**src/hw/rtl/sr_pkg.sv**
```systemverilog
// Shared types, constants and helpers for the selective-repeat receiver.
// No dependencies; imported by every module of the block.
package sr_pkg;

  localparam int WINDOW_SLOTS_DEF = 8;
  localparam int SEQ_SPACE_DEF    = 16;

  localparam int SEQ_W      = 24;
  localparam int ACK_W      = 25;
  localparam int SUM_W      = 32;
  localparam int ACK_CSUM_W = 25;
  localparam int BSUM_W     = 11;   // sum of eight bytes

  // ack checksum is seq plus twenty ascii '0' bytes
  localparam int PAYLOAD_BYTES   = 20;
  localparam int ASCII_ZERO      = 48;
  localparam int ACK_CSUM_OFFSET = PAYLOAD_BYTES * ASCII_ZERO;

  // seq+ack, then the low, mid and high payload words
  localparam int SUM_STEPS = 4;

  localparam logic KIND_ACK     = 1'b0;
  localparam logic KIND_DELIVER = 1'b1;

  typedef struct packed {
    logic [31:0] high;
    logic [63:0] mid;
    logic [63:0] low;
  } payload_t;

  typedef struct packed {
    logic [SUM_W-1:0] a;
    logic [SUM_W-1:0] b;
    logic             sub;
  } alu_req_t;

  typedef struct packed {
    logic [SUM_W-1:0] sum;
    logic             carry;   // set on subtract when a >= b
  } alu_rsp_t;

  function automatic logic [BSUM_W-1:0] byte_sum(input logic [63:0] v);
    logic [BSUM_W-1:0] s;
    s = '0;
    for (int i = 0; i < 8; i++) begin
      s = s + BSUM_W'(v[8*i +: 8]);
    end
    return s;
  endfunction

endpackage

```
**src/hw/rtl/sr_alu.sv**
```systemverilog
// Shared 32-bit add/subtract unit used for the checksum, compare and modulo steps.
// Depends on sr_pkg for the request and response structs.
module sr_alu
  import sr_pkg::*;
(
  input  alu_req_t req,
  output alu_rsp_t rsp
);

  logic [SUM_W-1:0] b_op;
  logic [SUM_W:0]   full;

  assign b_op = req.sub ? ~req.b : req.b;
  assign full = {1'b0, req.a} + {1'b0, b_op} + {{SUM_W{1'b0}}, req.sub};

  assign rsp.sum   = full[SUM_W-1:0];
  assign rsp.carry = full[SUM_W];

endmodule

```
**src/hw/rtl/sr_payload_mem.sv**
```systemverilog
// Payload buffer of the receive window, one entry per slot, registered read.
// Depends on sr_pkg for payload_t.
module sr_payload_mem
  import sr_pkg::*;
#(
  parameter int DEPTH  = WINDOW_SLOTS_DEF,
  parameter int ADDR_W = $clog2(WINDOW_SLOTS_DEF)
) (
  input  logic              clk,
  input  logic              we,
  input  logic [ADDR_W-1:0] waddr,
  input  payload_t          wdata,
  input  logic [ADDR_W-1:0] raddr,
  output payload_t          rdata
);

  payload_t mem [DEPTH];
  payload_t rdata_r;

  always_ff @(posedge clk) begin
    if (we) begin
      mem[waddr] <= wdata;
    end
  end

  // write-first on a same-address collision
  always_ff @(posedge clk) begin
    if (we && (waddr == raddr)) begin
      rdata_r <= wdata;
    end else begin
      rdata_r <= mem[raddr];
    end
  end

  assign rdata = rdata_r;

endmodule

```
**src/hw/rtl/selective_repeat_receiver.sv**
```systemverilog
// Selective-repeat receiver: checks each data packet's checksum, buffers in-window
// packets, acknowledges every good packet and delivers buffered payloads in order.
// Depends on sr_pkg, sr_alu and sr_payload_mem.
//
// One packet is taken at a time; in_stall stays high during reset and until the
// packet is dropped as corrupted or its last result has been loaded into the
// output register. The checksum, compare, slot and ack-checksum arithmetic runs
// through one shared 32-bit adder under a small sequencer: it builds the checksum
// from seq+ack and the payload words, compares it with the carried checksum, and
// a good in-window packet then takes three steps to find its slot (offset from
// the base, add the base slot, one compare and subtract). Each result is loaded
// into the output register once the output side is not stalling.
module selective_repeat_receiver
  import sr_pkg::*;
#(
  parameter int WINDOW_SLOTS = WINDOW_SLOTS_DEF,
  parameter int SEQ_SPACE    = SEQ_SPACE_DEF
) (
  input  logic                  clk,
  input  logic                  rst_n,

  input  logic                  in_valid,
  output logic                  in_stall,
  input  logic [SEQ_W-1:0]      in_seq_number,
  input  logic [ACK_W-1:0]      in_ack_field,
  input  logic [SUM_W-1:0]      in_packet_checksum,
  input  logic [63:0]           in_payload_low,
  input  logic [63:0]           in_payload_mid,
  input  logic [31:0]           in_payload_high,

  output logic                  out_valid,
  input  logic                  out_stall,
  output logic                  out_result_kind,
  output logic [SEQ_W-1:0]      out_ack_number,
  output logic [ACK_CSUM_W-1:0] out_ack_checksum,
  output logic [63:0]           out_deliver_low,
  output logic [63:0]           out_deliver_mid,
  output logic [31:0]           out_deliver_high,
  output logic                  out_last_of_run
);

  localparam int SLOT_W = $clog2(WINDOW_SLOTS);
  localparam int BASE_W = $clog2(SEQ_SPACE);
  localparam int TOP_W  = $clog2(SEQ_SPACE + WINDOW_SLOTS);
  localparam int REM_W  = $clog2(2 * WINDOW_SLOTS);
  localparam int CNT_W  = $clog2(WINDOW_SLOTS + 1);
  localparam int STEP_W = $clog2(SUM_STEPS);
  localparam int MOD_STEPS = 3;
  localparam int TOP_MOD_RST = WINDOW_SLOTS % SEQ_SPACE;

  typedef enum logic [2:0] {
    S_IDLE, S_SUM, S_CHECK, S_MOD, S_ACK, S_DELIV
  } state_t;

  state_t                 state_r;
  logic [SEQ_W-1:0]       seq_r;
  logic [ACK_W-1:0]       ack_r;
  logic [SUM_W-1:0]       carried_r;
  payload_t               pay_r;
  logic [SUM_W-1:0]       acc_r;
  logic [REM_W-1:0]       rem_r;
  logic [STEP_W-1:0]      step_r;
  logic [CNT_W-1:0]       cnt_r;
  logic [BASE_W-1:0]      base_r;
  logic [SLOT_W-1:0]      base_slot_r;
  logic [BASE_W-1:0]      top_mod_r;
  logic [WINDOW_SLOTS-1:0] rcv_r;

  logic                   out_valid_r;
  logic                   out_kind_r;
  logic [SEQ_W-1:0]       out_ack_num_r;
  logic [ACK_CSUM_W-1:0]  out_ack_csum_r;
  payload_t               out_pay_r;
  logic                   out_last_r;

  alu_req_t               alu_req;
  alu_rsp_t               alu_rsp;
  payload_t               mem_rdata;

  logic                   out_free;
  logic                   emit_ack;
  logic                   emit_dlv;
  logic [TOP_W-1:0]       top_full;
  logic                   top_ge_s;
  logic                   in_lower;
  logic                   in_win;
  logic [SLOT_W-1:0]      idx;
  logic                   mem_we;
  logic [BASE_W-1:0]      base_inc;
  logic [SLOT_W-1:0]      slot_inc;
  logic [BASE_W-1:0]      top_mod_inc;
  logic [SLOT_W-1:0]      base_slot_nxt;
  logic                   last_ack;
  logic                   last_dlv;
  logic                   in_take;

  assign in_stall = !rst_n || (state_r != S_IDLE);
  assign in_take  = in_valid && !in_stall;

  assign out_free = !out_valid_r || !out_stall;
  assign emit_ack = (state_r == S_ACK) && out_free;
  assign emit_dlv = (state_r == S_DELIV) && out_free;

  // window test, seq compared at full width
  assign top_full = TOP_W'(base_r) + TOP_W'(WINDOW_SLOTS);
  assign top_ge_s = (top_full >= TOP_W'(SEQ_SPACE));
  assign in_lower = (seq_r >= SEQ_W'(base_r)) && (seq_r < SEQ_W'(top_full));
  assign in_win   = in_lower || (top_ge_s && (seq_r < SEQ_W'(top_mod_r)));

  assign idx = rem_r[SLOT_W-1:0];

  // base and slot pointer advance; slot restarts with the base on wrap
  always_comb begin
    if (base_r == BASE_W'(SEQ_SPACE - 1)) begin
      base_inc = '0;
      slot_inc = '0;
    end else begin
      base_inc = base_r + BASE_W'(1);
      slot_inc = (base_slot_r == SLOT_W'(WINDOW_SLOTS - 1)) ? '0 :
                 base_slot_r + SLOT_W'(1);
    end
    top_mod_inc = (top_mod_r == BASE_W'(SEQ_SPACE - 1)) ? '0 : top_mod_r + BASE_W'(1);
  end

  assign base_slot_nxt = emit_dlv ? slot_inc : base_slot_r;

  assign mem_we   = emit_ack && in_win && !rcv_r[idx];
  assign last_ack = !in_win || !(rcv_r[base_slot_r] || (idx == base_slot_r));
  // the next slot can be the one being emptied when the base wraps
  assign last_dlv = !(rcv_r[slot_inc] && (slot_inc != base_slot_r) &&
                      (cnt_r < CNT_W'(WINDOW_SLOTS - 1)));

  always_comb begin
    alu_req = '0;
    unique case (state_r)
      S_SUM: begin
        unique case (step_r)
          STEP_W'(0): begin
            alu_req.a = SUM_W'(seq_r);
            alu_req.b = {{(SUM_W - ACK_W){ack_r[ACK_W-1]}}, ack_r};
          end
          STEP_W'(1): begin
            alu_req.a = acc_r;
            alu_req.b = SUM_W'(byte_sum(pay_r.low));
          end
          STEP_W'(2): begin
            alu_req.a = acc_r;
            alu_req.b = SUM_W'(byte_sum(pay_r.mid));
          end
          default: begin
            alu_req.a = acc_r;
            alu_req.b = SUM_W'(byte_sum(64'(pay_r.high)));
          end
        endcase
      end
      S_CHECK: begin
        alu_req.a   = acc_r;
        alu_req.b   = carried_r;
        alu_req.sub = 1'b1;
      end
      S_MOD: begin
        // slot = base slot + (seq - base), one compare and subtract;
        // a wrapped-window seq is already below the slot count
        unique case (step_r)
          STEP_W'(2): begin
            alu_req.a   = SUM_W'(seq_r);
            alu_req.b   = in_lower ? SUM_W'(base_r) : '0;
            alu_req.sub = 1'b1;
          end
          STEP_W'(1): begin
            alu_req.a = SUM_W'(rem_r);
            alu_req.b = in_lower ? SUM_W'(base_slot_r) : '0;
          end
          default: begin
            alu_req.a   = SUM_W'(rem_r);
            alu_req.b   = SUM_W'(WINDOW_SLOTS);
            alu_req.sub = 1'b1;
          end
        endcase
      end
      S_ACK: begin
        alu_req.a = SUM_W'(seq_r);
        alu_req.b = SUM_W'(ACK_CSUM_OFFSET);
      end
      default: alu_req = '0;
    endcase
  end

  sr_alu u_alu (
    .req (alu_req),
    .rsp (alu_rsp)
  );

  sr_payload_mem #(
    .DEPTH  (WINDOW_SLOTS),
    .ADDR_W (SLOT_W)
  ) u_mem (
    .clk   (clk),
    .we    (mem_we),
    .waddr (idx),
    .wdata (pay_r),
    .raddr (base_slot_nxt),
    .rdata (mem_rdata)
  );

  // sequencer state and output valid
  always_ff @(posedge clk) begin
    if (!rst_n) begin
      state_r     <= S_IDLE;
      step_r      <= '0;
      cnt_r       <= '0;
      base_r      <= '0;
      base_slot_r <= '0;
      top_mod_r   <= BASE_W'(TOP_MOD_RST);
      rcv_r       <= '0;
      out_valid_r <= 1'b0;
    end else begin
      if (emit_ack || emit_dlv) begin
        out_valid_r <= 1'b1;
      end else if (!out_stall) begin
        out_valid_r <= 1'b0;
      end

      unique case (state_r)
        S_IDLE: begin
          if (in_take) begin
            state_r <= S_SUM;
            step_r  <= '0;
          end
        end
        S_SUM: begin
          step_r <= step_r + STEP_W'(1);
          if (step_r == STEP_W'(SUM_STEPS - 1)) begin
            state_r <= S_CHECK;
          end
        end
        S_CHECK: begin
          if (alu_rsp.sum != '0) begin
            state_r <= S_IDLE;          // corrupted, dropped silently
          end else if (in_win) begin
            state_r <= S_MOD;
            step_r  <= STEP_W'(MOD_STEPS - 1);
          end else begin
            state_r <= S_ACK;
          end
        end
        S_MOD: begin
          if (step_r == '0) begin
            state_r <= S_ACK;
          end else begin
            step_r <= step_r - STEP_W'(1);
          end
        end
        S_ACK: begin
          if (out_free) begin
            if (mem_we) begin
              rcv_r[idx] <= 1'b1;
            end
            cnt_r   <= '0;
            state_r <= last_ack ? S_IDLE : S_DELIV;
          end
        end
        S_DELIV: begin
          if (out_free) begin
            rcv_r[base_slot_r] <= 1'b0;
            base_r      <= base_inc;
            base_slot_r <= slot_inc;
            top_mod_r   <= top_mod_inc;
            cnt_r       <= cnt_r + CNT_W'(1);
            if (last_dlv) begin
              state_r <= S_IDLE;
            end
          end
        end
        default: state_r <= S_IDLE;
      endcase
    end
  end

  // datapath registers
  always_ff @(posedge clk) begin
    if (in_take) begin
      seq_r     <= in_seq_number;
      ack_r     <= in_ack_field;
      carried_r <= in_packet_checksum;
      pay_r     <= '{high: in_payload_high, mid: in_payload_mid, low: in_payload_low};
    end
    if (state_r == S_SUM) begin
      acc_r <= alu_rsp.sum;
    end
    if ((state_r == S_MOD) && ((step_r != '0) || alu_rsp.carry)) begin
      rem_r <= alu_rsp.sum[REM_W-1:0];
    end
    if (emit_ack) begin
      out_kind_r     <= KIND_ACK;
      out_ack_num_r  <= seq_r;
      out_ack_csum_r <= alu_rsp.sum[ACK_CSUM_W-1:0];
      out_pay_r      <= '0;
      out_last_r     <= last_ack;
    end
    if (emit_dlv) begin
      out_kind_r     <= KIND_DELIVER;
      out_ack_num_r  <= '0;
      out_ack_csum_r <= '0;
      out_pay_r      <= mem_rdata;
      out_last_r     <= last_dlv;
    end
  end

  assign out_valid        = out_valid_r;
  assign out_result_kind  = out_kind_r;
  assign out_ack_number   = out_ack_num_r;
  assign out_ack_checksum = out_ack_csum_r;
  assign out_deliver_low  = out_pay_r.low;
  assign out_deliver_mid  = out_pay_r.mid;
  assign out_deliver_high = out_pay_r.high;
  assign out_last_of_run  = out_last_r;

  // a delivery only ever reads a filled slot
  a_deliver_filled: assert property (@(posedge clk) disable iff (!rst_n)
    (state_r == S_DELIV) |-> rcv_r[base_slot_r])
    else $error("delivery from an empty slot");

  // slot index is fully reduced by the time the ack goes out
  a_slot_reduced: assert property (@(posedge clk) disable iff (!rst_n)
    ((state_r == S_ACK) && in_win) |-> (rem_r < REM_W'(WINDOW_SLOTS)))
    else $error("slot index not reduced");

  // incremental window top tracks the base
  a_top_tracks: assert property (@(posedge clk) disable iff (!rst_n)
    top_mod_r == BASE_W'((TOP_W'(base_r) + TOP_W'(WINDOW_SLOTS)) % SEQ_SPACE))
    else $error("window top out of step with base");

  // every delivery moves the base
  a_base_moves: assert property (@(posedge clk) disable iff (!rst_n)
    emit_dlv |=> (base_r != $past(base_r)))
    else $error("base did not advance on delivery");

endmodule
```
**config.mk**
```make
export PLATFORM = sky130hd
export DESIGN_NAME = selective_repeat_receiver
export DESIGN_NICKNAME = d
export VERILOG_FILES = /design/src/hw/rtl/sr_pkg.sv /design/src/hw/rtl/sr_alu.sv /design/src/hw/rtl/sr_payload_mem.sv /design/src/hw/rtl/selective_repeat_receiver.sv
export SDC_FILE = /design/constraint.sdc
export NUM_CORES = 2
export LEC_CHECK = 0
export BUFFER_PORTS_ARGS = -buffer_cell sky130_fd_sc_hd__buf_2
export CAP_MARGIN = 20
export CORE_MARGIN = 10
export CORE_UTILIZATION = 30
export DETAILED_ROUTE_END_ITERATION = 8
export HOLD_SLACK_MARGIN = 0.02
export SKIP_CTS_REPAIR_TIMING = 1
export SLEW_MARGIN = 5
export SYNTH_ARGS = -nofsm -noshare
export SYNTH_HDL_FRONTEND = slang
export SYNTH_HIERARCHICAL = 1
export SYNTH_SLANG_ARGS = --single-unit
```
**constraint.sdc**
```tcl
create_clock -name clk -period 16.8 [get_ports clk]
set_clock_uncertainty 0.15 [all_clocks]
set_input_delay 2.52 -clock clk [delete_from_list [all_inputs] [get_ports clk]]
set_output_delay 2.52 -clock clk [all_outputs]
set_load 0.02 [all_outputs]
```
==> impl_metrics.ini <==
[sta]
slew_viol_final = 0
fmax_mhz = 106
period_share = 0.562
finalHoldViolations = 0
tightest_slew_ps = 1270
grt_setup_unrepaired = false
min_period_ps = 9430
relSlewSlack = 0.151
finalSetupTns_ps = 0
setup_viol = 0

[placement]
globalplace.congestion = 0.836
port_buffers = 457
dp_cells = 7580
dp_hpwl_um = 129000

[power]
power_leakage_uw = 0.0307
fin_total_pwr_uw = 11600
powerDensity_mw_per_mm2 = 134
vdd_drop_max_uv = 146

[critical_path]
reg2reg_from = pay_r[10]
crit_fanout = 9
startpoint = pay_r[10]
r2r_cells = 32
cp-end-kind = flop
r2r-end = step_r[1]
critPathSlowestCell = fa_1
criticalPathCategory = flop to flop
r2r_slack_ps = 7370
crit_top_cell = fa_1
worst_ep_arrival_time_ps = 10080
worstSetupStartpointType = flop
max_stage_delay_ps = 640
cp_data_required_time_ps = 17440

[run_status]
status = complete, no violations

[die]
die_h_um = 519
ioPinCount = 458
num_rows = 183
start_util = 0.301
dieArea_mm2 = 0.269
die_w_um = 519
coreArea_mm2 = 0.248

[synthesis]
ys_async_sr_fraction = 0
yosys_warnings = 6
synth_area_mm2 = 0.0746
syn_nets = 4365
synth-edff-count = 1718
synth_sequential_area_ratio = 0.714
synth_cell_types = 85
synthCells = 3925
synth-seq-cells = 1800
ys.flop_type = edfxtp_1
synth.avg_cell_area_um2 = 19.0

[route]
wl_per_cell_um = 25.8
drc = 0
drtIter0Drc = 3202
final_antenna_net_count = 0
dr.pass1.iters = 7
vias = 38000
vias_per_cell = 4.79
wirelength_um = 204000

[layout]
syn2layout_area_growth_pct = 16.6
nets = 4884
fillers = 23300
fin_cells = 7934
drive_above_1_share = 0.233

[min_path]
hold_start = out_ack_number[9]
whs_path_depth = 2
hold_path_end = out_ack_number[9]
hold_class = flop to flop

[clocking]
clock-root-buffer = clkbuf_16
cts_sinks = 1800
cts.clk_slew.worst_paths_ps = 60
cts_tree = done
htreeDepth = 4
clock_latency_ps = 870
numCtsBuffers = 192
cts_buffer_depth = 3

[grt]
grt_pass1_vias = 39200
grt-ovfl-total = 0
track_usage = 0.147
grt_max_degree = 145
grt_pass1_wl_um = 291000
antenna_found_initial = 33

[flow_run]
cap_viol_max_count = 0
-- report_power, final --
| part | internal [uW] | switching [uW] | total (uW) |
|---|---|---|---|
| combinational | 722 | 1380 | 2100 |
| sequential | 5120 | 147 | 5270 |
| clock | 2460 | 1810 | 4280 |
-- flip-flops by register name, indices dropped and copies added, names as in the netlist, 3 cells and up, named ones only --
signal            cells
acc_r                32
seq_r                24
out_deliver_high     32
out_deliver_low      64
out_ack_number       24
u_mem/mem          1280
out_deliver_mid      64
out_ack_checksum     25
ack_r                25
top_mod_r             4
pay_r               160
base_r                4
rcv_r                 8
base_slot_r           3
carried_r            32
cnt_r                 4
state_r               3
rem_r                 4
-- logic make-up after synthesis --
| logic type | share of synthesized area |
|---|---|
| compound gates | 0.0325 |
| fa+ha+maj | 0.0439 |
| buf+inv | 0.0282 |
| simple gates | 0.0383 |
| mux | 0.134 |
| xor+xnor | 0.00916 |
| flops | 0.714 |
-- critical path: cells and delay by family (launching register included) --
| kind | cells | cell delay (ps) |
|---|---|---|
| AO/OA/AOI/OAI | 13 | 3340 |
| flip-flops | 1 | 490 |
| adder cells (fa/ha/maj) | 7 | 3150 |
| buffers and inverters | 4 | 350 |
| XOR/XNOR | 2 | 300 |
| AND/OR/NAND/NOR | 6 | 1620 |
-- Yosys cell counts (18+ instances only) --
cell type  count  area [um^2]
ha_1          84         1050
mux4_1       236         6200
clkbuf_1     122          458
edfxtp_1    1718        51600
buf_8         28          420
nand2b_1      26          163
nand2_1      183          687
and2_1        18          113
o21ai_0       85          425
nor2_1        64          240
and3_1       169         1060
inv_1        265          995
mux2_2       161         1810
xor2_1        46          403
dfxtp_1       82         1640
fa_1         111         2220
a22o_1        34          298
a21oi_1       73          365
xnor2_1       32          280
mux4_2        84         1890
a21o_1        29          218
-- layer usage --
metal,global-route usage,vias to the layer above,share of wire
met3,0.0330,232,0.063
li1,-,16600,-
met4,0.0346,24,0.021
met2,0.238,1227,0.47
met1,0.203,19900,0.44
met5,0,-,0.00075
-- worst max path at each step --
stage,end,slack [ps],depth (start not counted)
after floorplan,u_mem/mem[4][0],1570,8
after detailed placement,step_r[1],7250,32
after global placement,step_r[1],7330,32
final,step_r[1],7370,32
after global routing,step_r[1],6740,32
after CTS,step_r[1],7280,32
-- through the flow --
step	area (um^2)	utilization	hold slack [ps]	setup slack [ps]
final	86900	0.351	305	7370
after global routing	86900	0.351	335	6740
after CTS	86900	0.351	308	7280
after detailed placement	80500	0.325	292	7250
after global placement	80500	0.325	285	7330
after floorplan	74600	-	299	1570
-- placed cells by master, fill, tap and decap left out, drive strengths merged, types with 18 or more instances in the layout --
cell type / instances
edfxtp: 1718
buf: 509
mux4: 320
inv: 277
clkbuf: 232
nand2: 183
and3: 170
mux2: 164
fa: 111
o21ai: 100
ha: 84
dfxtp: 82
clkinv: 80
a21oi: 74
nor2: 65
xor2: 46
a22o: 34
xnor2: 32
a21o: 29
nand2b: 26
bufinv: 22
and2: 18
-- cell type report --
| cell class | count | area [um^2] | area share |
|---|---|---|---|
| Antenna cell | 4 | 10.0 | 0.000115 |
| Clock buffer | 232 | 4960 | 0.0571 |
| Clock inverter | 118 | 1430 | 0.0164 |
| Inverter | 268 | 1010 | 0.0117 |
| Multi-Input combinational cell | 1673 | 19300 | 0.222 |
| Sequential cell | 1800 | 53200 | 0.612 |
| Tap cell | 3330 | 4170 | 0.0479 |
| Timing Repair Buffer | 509 | 2780 | 0.0319 |
Power figures use the tool's default switching activity.
